**src/rtl/core/sscd_pkg.sv**
```systemverilog
// Shared types, codes and helper functions of the serial servo command decoder.
// Used by the front, queue, back and top-level modules; depends on nothing.
package sscd_pkg;

  localparam int QUEUE_DEPTH = 4;
  localparam int NUM_DIGITS  = 4;

  localparam logic [2:0] KIND_NONE    = 3'd0;
  localparam logic [2:0] KIND_SERVO   = 3'd1;
  localparam logic [2:0] KIND_STOP    = 3'd2;
  localparam logic [2:0] KIND_START   = 3'd3;
  localparam logic [2:0] KIND_REVERSE = 3'd4;
  localparam logic [2:0] KIND_SPEED   = 3'd5;
  localparam logic [2:0] KIND_HOME    = 3'd6;

  localparam logic [2:0] CHAN_C = 3'd2;
  localparam logic [2:0] CHAN_F = 3'd5;

  localparam logic [7:0] CHAR_SLASH = 8'h2f;
  localparam logic [7:0] CHAR_A     = 8'h41;
  localparam logic [7:0] CHAR_F     = 8'h46;
  localparam logic [7:0] CHAR_H     = 8'h48;
  localparam logic [7:0] CHAR_L     = 8'h4c;
  localparam logic [7:0] CHAR_R     = 8'h52;
  localparam logic [7:0] CHAR_S     = 8'h53;
  localparam logic [7:0] CHAR_V     = 8'h56;
  localparam logic [15:0] ASCII_ZERO = 16'd48;

  localparam logic [15:0] SPEED_RESET = 16'd1600;

  // Classified item handed from the front to the back. digit[0] is the byte
  // right after the command letter.
  typedef struct packed {
    logic [2:0]                  kind;
    logic [2:0]                  chan;
    logic [NUM_DIGITS-1:0][7:0]  digit;
  } cmd_t;

  typedef struct packed {
    logic empty;
    logic full;
  } q_status_t;

  typedef struct packed {
    logic        enable;
    logic        direction;
    logic        led;
    logic [15:0] speed;
  } levels_t;

  typedef struct packed {
    logic [2:0] kind;
    logic [2:0] chan;
    logic [7:0] compare;
    levels_t    lvl;
  } meta_t;

  // Quotient by ten through a reciprocal multiply; exact for all 16-bit inputs.
  function automatic logic [15:0] div10(input logic [15:0] x);
    logic [31:0] p;
    p = x * 32'd52429;
    return {3'b000, p[31:19]};
  endfunction

  function automatic logic [3:0] rem10(input logic [15:0] x, input logic [15:0] q);
    logic [15:0] r;
    r = x - q * 16'd10;
    return r[3:0];
  endfunction

  function automatic logic [6:0] seg_of(input logic [3:0] d);
    logic [6:0] s;
    unique case (d)
      4'd0:    s = 7'h3f;
      4'd1:    s = 7'h06;
      4'd2:    s = 7'h5b;
      4'd3:    s = 7'h4f;
      4'd4:    s = 7'h66;
      4'd5:    s = 7'h6d;
      4'd6:    s = 7'h7d;
      4'd7:    s = 7'h27;
      4'd8:    s = 7'h7f;
      4'd9:    s = 7'h6f;
      default: s = 7'h00;
    endcase
    return s;
  endfunction

endpackage

```
**src/rtl/core/sscd_front.sv**
```systemverilog
// Front part: line buffer, byte counter, line-end detection and command
// classification. Depends on sscd_pkg.
module sscd_front import sscd_pkg::*; #(
  parameter int LINE_LENGTH = 10
) (
  input  logic       clk,
  input  logic       rst,
  input  logic       accept,
  input  logic [7:0] rx_byte,
  output cmd_t       cmd
);

  localparam int CNT_W = $clog2(LINE_LENGTH);

  logic [7:0]       line_buffer [LINE_LENGTH];
  logic [CNT_W-1:0] byte_count;
  logic             line_end;
  logic [7:0]       cur [NUM_DIGITS+1];

  assign line_end = (rx_byte == CHAR_SLASH) || (byte_count == CNT_W'(LINE_LENGTH - 1));

  // The line as it stands once the incoming byte is stored.
  always_comb begin
    for (int i = 0; i <= NUM_DIGITS; i++) begin
      cur[i] = (byte_count == CNT_W'(i)) ? rx_byte : line_buffer[i];
    end
  end

  always_comb begin
    cmd.kind = KIND_NONE;
    cmd.chan = 3'd0;
    for (int i = 0; i < NUM_DIGITS; i++) begin
      cmd.digit[i] = cur[i+1];
    end
    if (line_end) begin
      priority if (cur[0] >= CHAR_A && cur[0] <= CHAR_F) begin
        cmd.kind = KIND_SERVO;
        cmd.chan = 3'(cur[0] - CHAR_A);
      end else if (cur[0] == CHAR_R) begin
        cmd.kind = KIND_STOP;
      end else if (cur[0] == CHAR_S) begin
        cmd.kind = KIND_START;
      end else if (cur[0] == CHAR_L) begin
        cmd.kind = KIND_REVERSE;
      end else if (cur[0] == CHAR_V) begin
        cmd.kind = KIND_SPEED;
      end else if (cur[0] == CHAR_H) begin
        cmd.kind = KIND_HOME;
      end else begin
        cmd.kind = KIND_NONE;
      end
    end
  end

  always_ff @(posedge clk) begin
    if (rst) begin
      byte_count <= '0;
      for (int i = 0; i < LINE_LENGTH; i++) begin
        line_buffer[i] <= 8'h00;
      end
    end else if (accept) begin
      line_buffer[byte_count] <= rx_byte;
      byte_count <= line_end ? '0 : byte_count + 1'b1;
    end
  end

endmodule

```
**src/rtl/core/sscd_queue.sv**
```systemverilog
// Short queue of classified items between the front and the back part.
// Depends on sscd_pkg.
module sscd_queue import sscd_pkg::*; (
  input  logic      clk,
  input  logic      rst,
  input  logic      push,
  input  cmd_t      push_data,
  input  logic      pop,
  output cmd_t      head,
  output q_status_t status
);

  localparam int PTR_W = $clog2(QUEUE_DEPTH);

  cmd_t             mem [QUEUE_DEPTH];
  logic [PTR_W-1:0] wr_ptr;
  logic [PTR_W-1:0] rd_ptr;
  logic [PTR_W:0]   count;

  assign head         = mem[rd_ptr];
  assign status.empty = (count == '0);
  assign status.full  = (count == (PTR_W+1)'(QUEUE_DEPTH));

  always_ff @(posedge clk) begin
    if (push) begin
      mem[wr_ptr] <= push_data;
    end
  end

  always_ff @(posedge clk) begin
    if (rst) begin
      wr_ptr <= '0;
      rd_ptr <= '0;
      count  <= '0;
    end else begin
      if (push) begin
        wr_ptr <= wr_ptr + 1'b1;
      end
      if (pop) begin
        rd_ptr <= rd_ptr + 1'b1;
      end
      unique case ({push, pop})
        2'b10:   count <= count + 1'b1;
        2'b01:   count <= count - 1'b1;
        default: count <= count;
      endcase
    end
  end

  a_count_bound: assert property (@(posedge clk) disable iff (rst)
    count <= (PTR_W+1)'(QUEUE_DEPTH))
    else $error("queue count beyond depth");

  a_no_overflow: assert property (@(posedge clk) disable iff (rst)
    !(push && status.full && !pop))
    else $error("push into a full queue");

  a_drain: assert property (@(posedge clk) disable iff (rst)
    (pop && !push && count == (PTR_W+1)'(1)) |=> status.empty)
    else $error("queue not empty after last item left");

endmodule

```
**src/rtl/core/sscd_back.sv**
```systemverilog
// Back part: executes classified items, holds the motor, LED and speed state,
// and converts the servo angle to segment codes in a five-stage pipeline.
// Depends on sscd_pkg.
module sscd_back import sscd_pkg::*; (
  input  logic        clk,
  input  logic        rst,
  input  cmd_t        head,
  input  q_status_t   status,
  output logic        pop,
  output logic        m_tvalid,
  input  logic        m_tready,
  output logic [63:0] m_tdata,
  output logic [2:0]  m_tuser
);

  logic enable_level;
  logic direction_level;
  logic led_level;
  logic [15:0] speed_setting;

  logic        advance;
  logic [15:0] d [NUM_DIGITS];
  logic [15:0] ang;
  logic [15:0] speed_calc;
  logic [7:0]  cmp_calc;
  levels_t     lvl_next;

  // Stage registers.
  logic        v1, v2, v3, v4;
  meta_t       meta1, meta2, meta3, meta4;
  logic [15:0] ang1;
  logic [15:0] quo2, quo3, quo4;
  logic [3:0]  ones2, ones3, ones4;
  logic [3:0]  tens3, tens4;
  logic [3:0]  hund4;
  meta_t       meta5;
  logic [6:0]  seg3_q, seg2_q, seg1_q, seg0_q;
  logic        servo4;

  assign advance = !m_tvalid || m_tready;
  assign pop     = advance && !status.empty;

  always_comb begin
    for (int i = 0; i < NUM_DIGITS; i++) begin
      d[i] = {8'h00, head.digit[i]} - ASCII_ZERO;
    end
    ang        = d[0] * 16'd100 + d[1] * 16'd10 + d[2];
    speed_calc = d[0] * 16'd1000 + d[1] * 16'd100 + d[2] * 16'd10 + d[3];
    if (head.kind != KIND_SERVO) begin
      cmp_calc = 8'h00;
    end else if (head.chan == CHAN_C) begin
      cmp_calc = 8'd210 - ang[7:0];
    end else if (head.chan == CHAN_F) begin
      cmp_calc = ang[7:0] + 8'd100;
    end else begin
      cmp_calc = 8'd230 - ang[7:0];
    end
  end

  always_comb begin
    lvl_next.enable    = enable_level;
    lvl_next.direction = direction_level;
    lvl_next.led       = led_level;
    lvl_next.speed     = speed_setting;
    unique case (head.kind)
      KIND_STOP: begin
        lvl_next.led       = 1'b0;
        lvl_next.enable    = 1'b0;
        lvl_next.direction = 1'b1;
      end
      KIND_START: begin
        lvl_next.led    = 1'b1;
        lvl_next.enable = 1'b1;
      end
      KIND_REVERSE: begin
        lvl_next.enable    = 1'b0;
        lvl_next.direction = 1'b0;
      end
      KIND_SPEED: begin
        lvl_next.speed = speed_calc;
      end
      KIND_HOME: begin
        lvl_next.enable    = 1'b1;
        lvl_next.direction = 1'b1;
      end
      default: begin
      end
    endcase
  end

  always_ff @(posedge clk) begin
    if (rst) begin
      enable_level    <= 1'b1;
      direction_level <= 1'b1;
      led_level       <= 1'b0;
      speed_setting   <= SPEED_RESET;
    end else if (pop) begin
      enable_level    <= lvl_next.enable;
      direction_level <= lvl_next.direction;
      led_level       <= lvl_next.led;
      speed_setting   <= lvl_next.speed;
    end
  end

  always_ff @(posedge clk) begin
    if (rst) begin
      v1       <= 1'b0;
      v2       <= 1'b0;
      v3       <= 1'b0;
      v4       <= 1'b0;
      m_tvalid <= 1'b0;
    end else if (advance) begin
      v1       <= pop;
      v2       <= v1;
      v3       <= v2;
      v4       <= v3;
      m_tvalid <= v4;
    end
  end

  // Payload stages: each after the first peels a decimal digit off the angle.
  always_ff @(posedge clk) begin
    if (advance) begin
      meta1.kind    <= head.kind;
      meta1.chan    <= head.chan;
      meta1.compare <= cmp_calc;
      meta1.lvl     <= lvl_next;
      ang1          <= ang;

      meta2 <= meta1;
      quo2  <= div10(ang1);
      ones2 <= rem10(ang1, div10(ang1));

      meta3 <= meta2;
      quo3  <= div10(quo2);
      tens3 <= rem10(quo2, div10(quo2));
      ones3 <= ones2;

      meta4 <= meta3;
      quo4  <= div10(quo3);
      hund4 <= rem10(quo3, div10(quo3));
      tens4 <= tens3;
      ones4 <= ones3;

      meta5  <= meta4;
      seg3_q <= servo4 ? seg_of(rem10(quo4, div10(quo4))) : 7'h00;
      seg2_q <= servo4 ? seg_of(hund4) : 7'h00;
      seg1_q <= servo4 ? seg_of(tens4) : 7'h00;
      seg0_q <= servo4 ? seg_of(ones4) : 7'h00;
    end
  end

  assign servo4 = (meta4.kind == KIND_SERVO);

  assign m_tuser = meta5.kind;
  assign m_tdata = {6'b000000, meta5.lvl.speed, meta5.lvl.led, meta5.lvl.direction,
                    meta5.lvl.enable, seg0_q, seg1_q, seg2_q, seg3_q,
                    meta5.compare, meta5.chan};

  a_pop_enters: assert property (@(posedge clk) disable iff (rst)
    pop |=> v1)
    else $error("popped item did not enter the pipeline");

  a_non_servo_clear: assert property (@(posedge clk) disable iff (rst)
    (v1 && meta1.kind != KIND_SERVO) |-> (meta1.chan == 3'd0 && meta1.compare == 8'h00))
    else $error("channel or compare set for a non-servo item");

  a_stop_levels: assert property (@(posedge clk) disable iff (rst)
    (pop && head.kind == KIND_STOP) |=> (!enable_level && !led_level && direction_level))
    else $error("stop command did not set the levels");

endmodule

```
**src/rtl/core/serial_servo_command_decoder.sv**
```systemverilog
// Top level of the serial servo command decoder: front, queue and back part.
// Depends on sscd_pkg, sscd_front, sscd_queue and sscd_back.
//
//   Channel   Direction  Signals                      Payload
//   input     in         s_tvalid s_tready s_tdata    rx_byte
//   output    out        m_tvalid m_tready m_tdata    decoded result, kind on m_tuser
//
// One item is accepted per cycle while the queue is not full; every input byte
// gives exactly one result. The queue entry written at the accepting edge is
// popped into the first of the back pipeline's five register stages, and the
// last stage drives the output. The stage count is set by the angle computation
// and the four divide-by-ten steps of the angle-to-decimal conversion.
// Reset clears the line buffer and sets enable and direction high, LED low
// and speed to 1600. A stalled output holds the back pipeline; the front keeps
// accepting until the four-entry queue is full.
module serial_servo_command_decoder import sscd_pkg::*; #(
  parameter int LINE_LENGTH = 10
) (
  input  logic        clk,
  input  logic        rst,
  input  logic        s_tvalid,
  output logic        s_tready,
  input  logic [7:0]  s_tdata,   // [7:0] rx_byte
  output logic        m_tvalid,
  input  logic        m_tready,
  // [2:0] servo_channel, [10:3] servo_compare, [17:11] seg_thousands,
  // [24:18] seg_hundreds, [31:25] seg_tens, [38:32] seg_ones, [39] motor_enable,
  // [40] motor_direction, [41] status_led, [57:42] speed_value, [63:58] zero
  output logic [63:0] m_tdata,
  output logic [2:0]  m_tuser    // [2:0] command_kind
);

  logic      accept;
  logic      pop;
  cmd_t      front_cmd;
  cmd_t      head;
  q_status_t status;

  assign s_tready = !status.full;
  assign accept   = s_tvalid && s_tready;

  sscd_front #(
    .LINE_LENGTH(LINE_LENGTH)
  ) u_front (
    .clk     (clk),
    .rst     (rst),
    .accept  (accept),
    .rx_byte (s_tdata),
    .cmd     (front_cmd)
  );

  sscd_queue u_queue (
    .clk       (clk),
    .rst       (rst),
    .push      (accept),
    .push_data (front_cmd),
    .pop       (pop),
    .head      (head),
    .status    (status)
  );

  sscd_back u_back (
    .clk      (clk),
    .rst      (rst),
    .head     (head),
    .status   (status),
    .pop      (pop),
    .m_tvalid (m_tvalid),
    .m_tready (m_tready),
    .m_tdata  (m_tdata),
    .m_tuser  (m_tuser)
  );

endmodule
```
**config.mk**
```make
export PLATFORM = sky130hd
export DESIGN_NAME = serial_servo_command_decoder
export DESIGN_NICKNAME = d
export VERILOG_FILES = /design/src/rtl/core/sscd_pkg.sv /design/src/rtl/core/sscd_front.sv /design/src/rtl/core/sscd_queue.sv /design/src/rtl/core/sscd_back.sv /design/src/rtl/core/serial_servo_command_decoder.sv
export SDC_FILE = /design/constraint.sdc
export NUM_CORES = 1
export LEC_CHECK = 0
export BUFFER_PORTS_ARGS = -buffer_cell sky130_fd_sc_hd__buf_2
export CELL_PAD_IN_SITES_DETAIL_PLACEMENT = 0
export CELL_PAD_IN_SITES_GLOBAL_PLACEMENT = 2
export CORE_MARGIN = 5
export CORE_UTILIZATION = 49
export DETAILED_ROUTE_END_ITERATION = 10
export GPL_TIMING_DRIVEN = 1
export PLACE_DENSITY = 0.9
export SLEW_MARGIN = 20
export SYNTH_ARGS = -nofsm -noshare
export SYNTH_HDL_FRONTEND = slang
export SYNTH_SLANG_ARGS = --single-unit
```
**constraint.sdc**
```tcl
create_clock -name clk -period 23.2 [get_ports clk]
set_input_delay 3.48 -clock clk [delete_from_list [all_inputs] [get_ports clk]]
set_output_delay 3.48 -clock clk [all_outputs]
set_load 0.01 [all_outputs]
```
==> flow_summary.ini <==
[run_status]
run_status = finished, final reports clean

[layout]
fin_cells = 3862
fin_nets = 3641
drive_gt1_share_pct = 9.17
synthToLayoutAreaGrowth_pct = 9.76
antenna_cells_inserted = 0
fill_cells = 5878

[clocking]
postCtsSetupBuffers = 0
cts_sinks = 492
cts_htree_levels = 2
cts_hold_buf = 0
path_clk_slew_ns = 0.06
cts_resized = 0
cts_buffer_depth = 3
cts_buffers = 54
cts_tree = built
cts_root_buffer = clkbuf_16
clk-insertion-delay-late_ns = 0.62

[placement]
io_buffers = 74
gp_congestion = 0.881
dp_cells = 3760
hpwl_um = 52800

[grt]
grt-ovfl-total = 0
grt_pass1_vias = 21200
antenna_found_initial = 1
grt_max_degree = 102
grt_usage_pct = 18.1
grt_pass1_wl_um = 110000

[sta]
grt_setup_unrepaired = false
final.period_utilization_pct = 36.5
hold_violations = 0
clock_skew_ns = 0.0295
layout_min_cycle_time_ns = 8.48
fmax_mhz = 118
fin_setup_tns_ns = 0
slew_headroom_pct = 30.5
slew_viol_final = 0
worstMarginPinSlew_ns = 1.03
setup_viol_count_final = 0

[die]
die_h_um = 276
io_pins = 81
start_util_pct = 49.5
die_w_um = 276
rows = 97
core_um2 = 70000
fp.dieArea_um2 = 76100

[logic_synthesis]
ys_ff_latch = 492
netlist_instances = 2784
synth.distinct_cells = 73
syn_avg_cell_area_um2 = 12.4
synth_edf_count = 455
ys.flop_type = edfxtp_1
synthArstFlopShare_pct = 0
yosysSeqAreaShare_pct = 41.6
yosys_warnings = 0
syn-cell-area_um2 = 34600

[worst_setup_path]
crit_required_ns = 23.53
worstSetupEndpointType = flop
path_depth = 30
path_buf_inv = 5
critPathKind = flop to flop
reg2regPathDepth = 30
crit_path_start_kind = flop
rrSetupSlack_ns = 14.72
arrival_ns = 8.81
cpMostUsedCell = xnor2_1
cp_slowest_stage_delay_ns = 0.73
rr_endpoint = u_back.meta1[15]
crit_family = adder cells
cp_slowest_cell = mux4_2
critPathMaxFanout = 29

[job]
cap_violations = 0

[routing]
viasPerCell = 5.17
drtIter0Drc = 1117
vias = 20000
drt_wl_total_um = 67100
antenna_left = 0
wl_per_cell_um = 17.4
first_pass_iters = 5
drc_errors = 0

[hold_path]
hold_start = u_back.meta1[3]
hold_path.class = flop to flop
hold_end = u_back.meta2[3]
min_path_cells = 0
## kinds of logic (layout without fill, tap and decap cells)
kind of cell               Yosys count  in the layout  share of synthesized area, %
AOI/OAI and AO/OA                  299            299                          5.39
DFF                                492            492                          41.6
other                                1              6                        0.0108
buffers and inverters              554            687                          6.10
muxes                               85             85                          3.99
and+or+nand+nor                    445            445                          6.26
xor gates and xnor gates           155            155                          3.98
adders and majority gates          753            753                          32.7
## cell usage in the layout (no fill, tap or decap), types with 24 or more instances in the layout
cell type and count:
xnor2_1 108, ha_1 499, clkbuf_16 54, nand2_1 89
and2_1 42, buf_2 74, mux4_2 31, a21o_1 41
inv_1 499, mux2_2 38, edfxtp_1 455, nor2_1 144
a21oi_1 110, nand3_1 24, o21ai_0 57, dfxtp_1 36
nor3_1 46, fa_1 254, xor2_1 45
## metal layers
layer,vias up,share of wire (%),track usage (%)
met1,9825,45,24.8
li1,9741,-,-
met2,308,49,31.2
met3,84,3.1,2.01
met5,-,0,0
met4,0,2.0,4.23
## through the flow
stage | setup WS, ns | hold slack, ns | util, % | cell area [um2]
3_5_place_dp | 14.69 | 0.405 | 51.5 | 36100
5_1_grt | 14.16 | 0.415 | 54.3 | 38000
4_1_cts | 14.62 | 0.395 | 54.3 | 38000
2_1_floorplan | 13.90 | 0.400 | - | 34700
3_3_place_gp | 14.79 | 0.401 | 51.5 | 36100
6_report | 14.72 | 0.412 | 54.3 | 38000
## cell usage after synthesis (all sizes together), types with 5 or more instances
cell       n  area (um2)
o21a      10        75.1
and3      20         125
o21ai     59         295
mux4      37         856
or2       12        75.1
a211oi     5        37.5
clkbuf    40         150
nor3      48         257
nor2b     11        68.8
a2111oi    6        52.6
xor2      45         394
buf       14        85.1
nor4       6        37.5
inv      500        1880
nand3     24         120
nand2b    15        93.8
xnor2    109         962
ha       499        6240
mux2      38         428
a21o      41         308
fa       254        5080
o21bai     9        67.6
edfxtp   455       13700
and2      42         263
nand2     89         334
mux2i     10         100
o31ai      6        45.0
or3        5        31.3
a21oi    110         551
nand4      9        56.3
o41ai      5        43.8
nor2     144         541
a31oi     10        62.6
dfxtp     37         741
## worst max path at each step
stage | from | endpoint | slack [ns]
floorplan | m_tready | u_back.ang1[0] | 13.90
global placement | flop | u_back.meta1[15] | 14.79
detailed placement | flop | u_back.meta1[15] | 14.69
CTS | flop | u_back.meta1[15] | 14.62
global route | flop | u_back.meta1[15] | 14.16
finish | flop | u_back.meta1[15] | 14.72
## flip-flops by register name (all words and copies together), names as in the netlist, 10 cells and up, named ones only
name                  count
u_back.quo3              10
u_back.meta4             33
u_queue.mem             152
u_back.m_tdata           30
u_back.meta1             33
u_back.meta3             33
u_back.quo2              13
u_back.speed_setting     16
u_back.meta2             33
u_back.ang1              16
u_front.line_buffer      40
## final cells by class
type                    count  area, um2  share of cell area, %
repair buffers             85        457                   1.20
flip-flops and latches    492      14400                   37.9
inverters                 500       1880                   4.95
clock inverters            35        524                   1.38
clock buffers              67       1420                   3.73
multi-input cells        1743      18200                   47.8
well taps                 940       1180                   3.09
## worst reg2reg max path, delay by kind of cell (launching register included)
family                     cells  cell delay, ns
DFF                            1            0.55
xor gates and xnor gates      11            2.10
muxes                          1            0.73
adders and majority gates      7            3.14
AOI/OAI and AO/OA              6            0.91
buffers and inverters          5            0.74
Power is not shown: default switching activity piles up to over one toggle a cycle in this logic, so the estimate is an artifact.
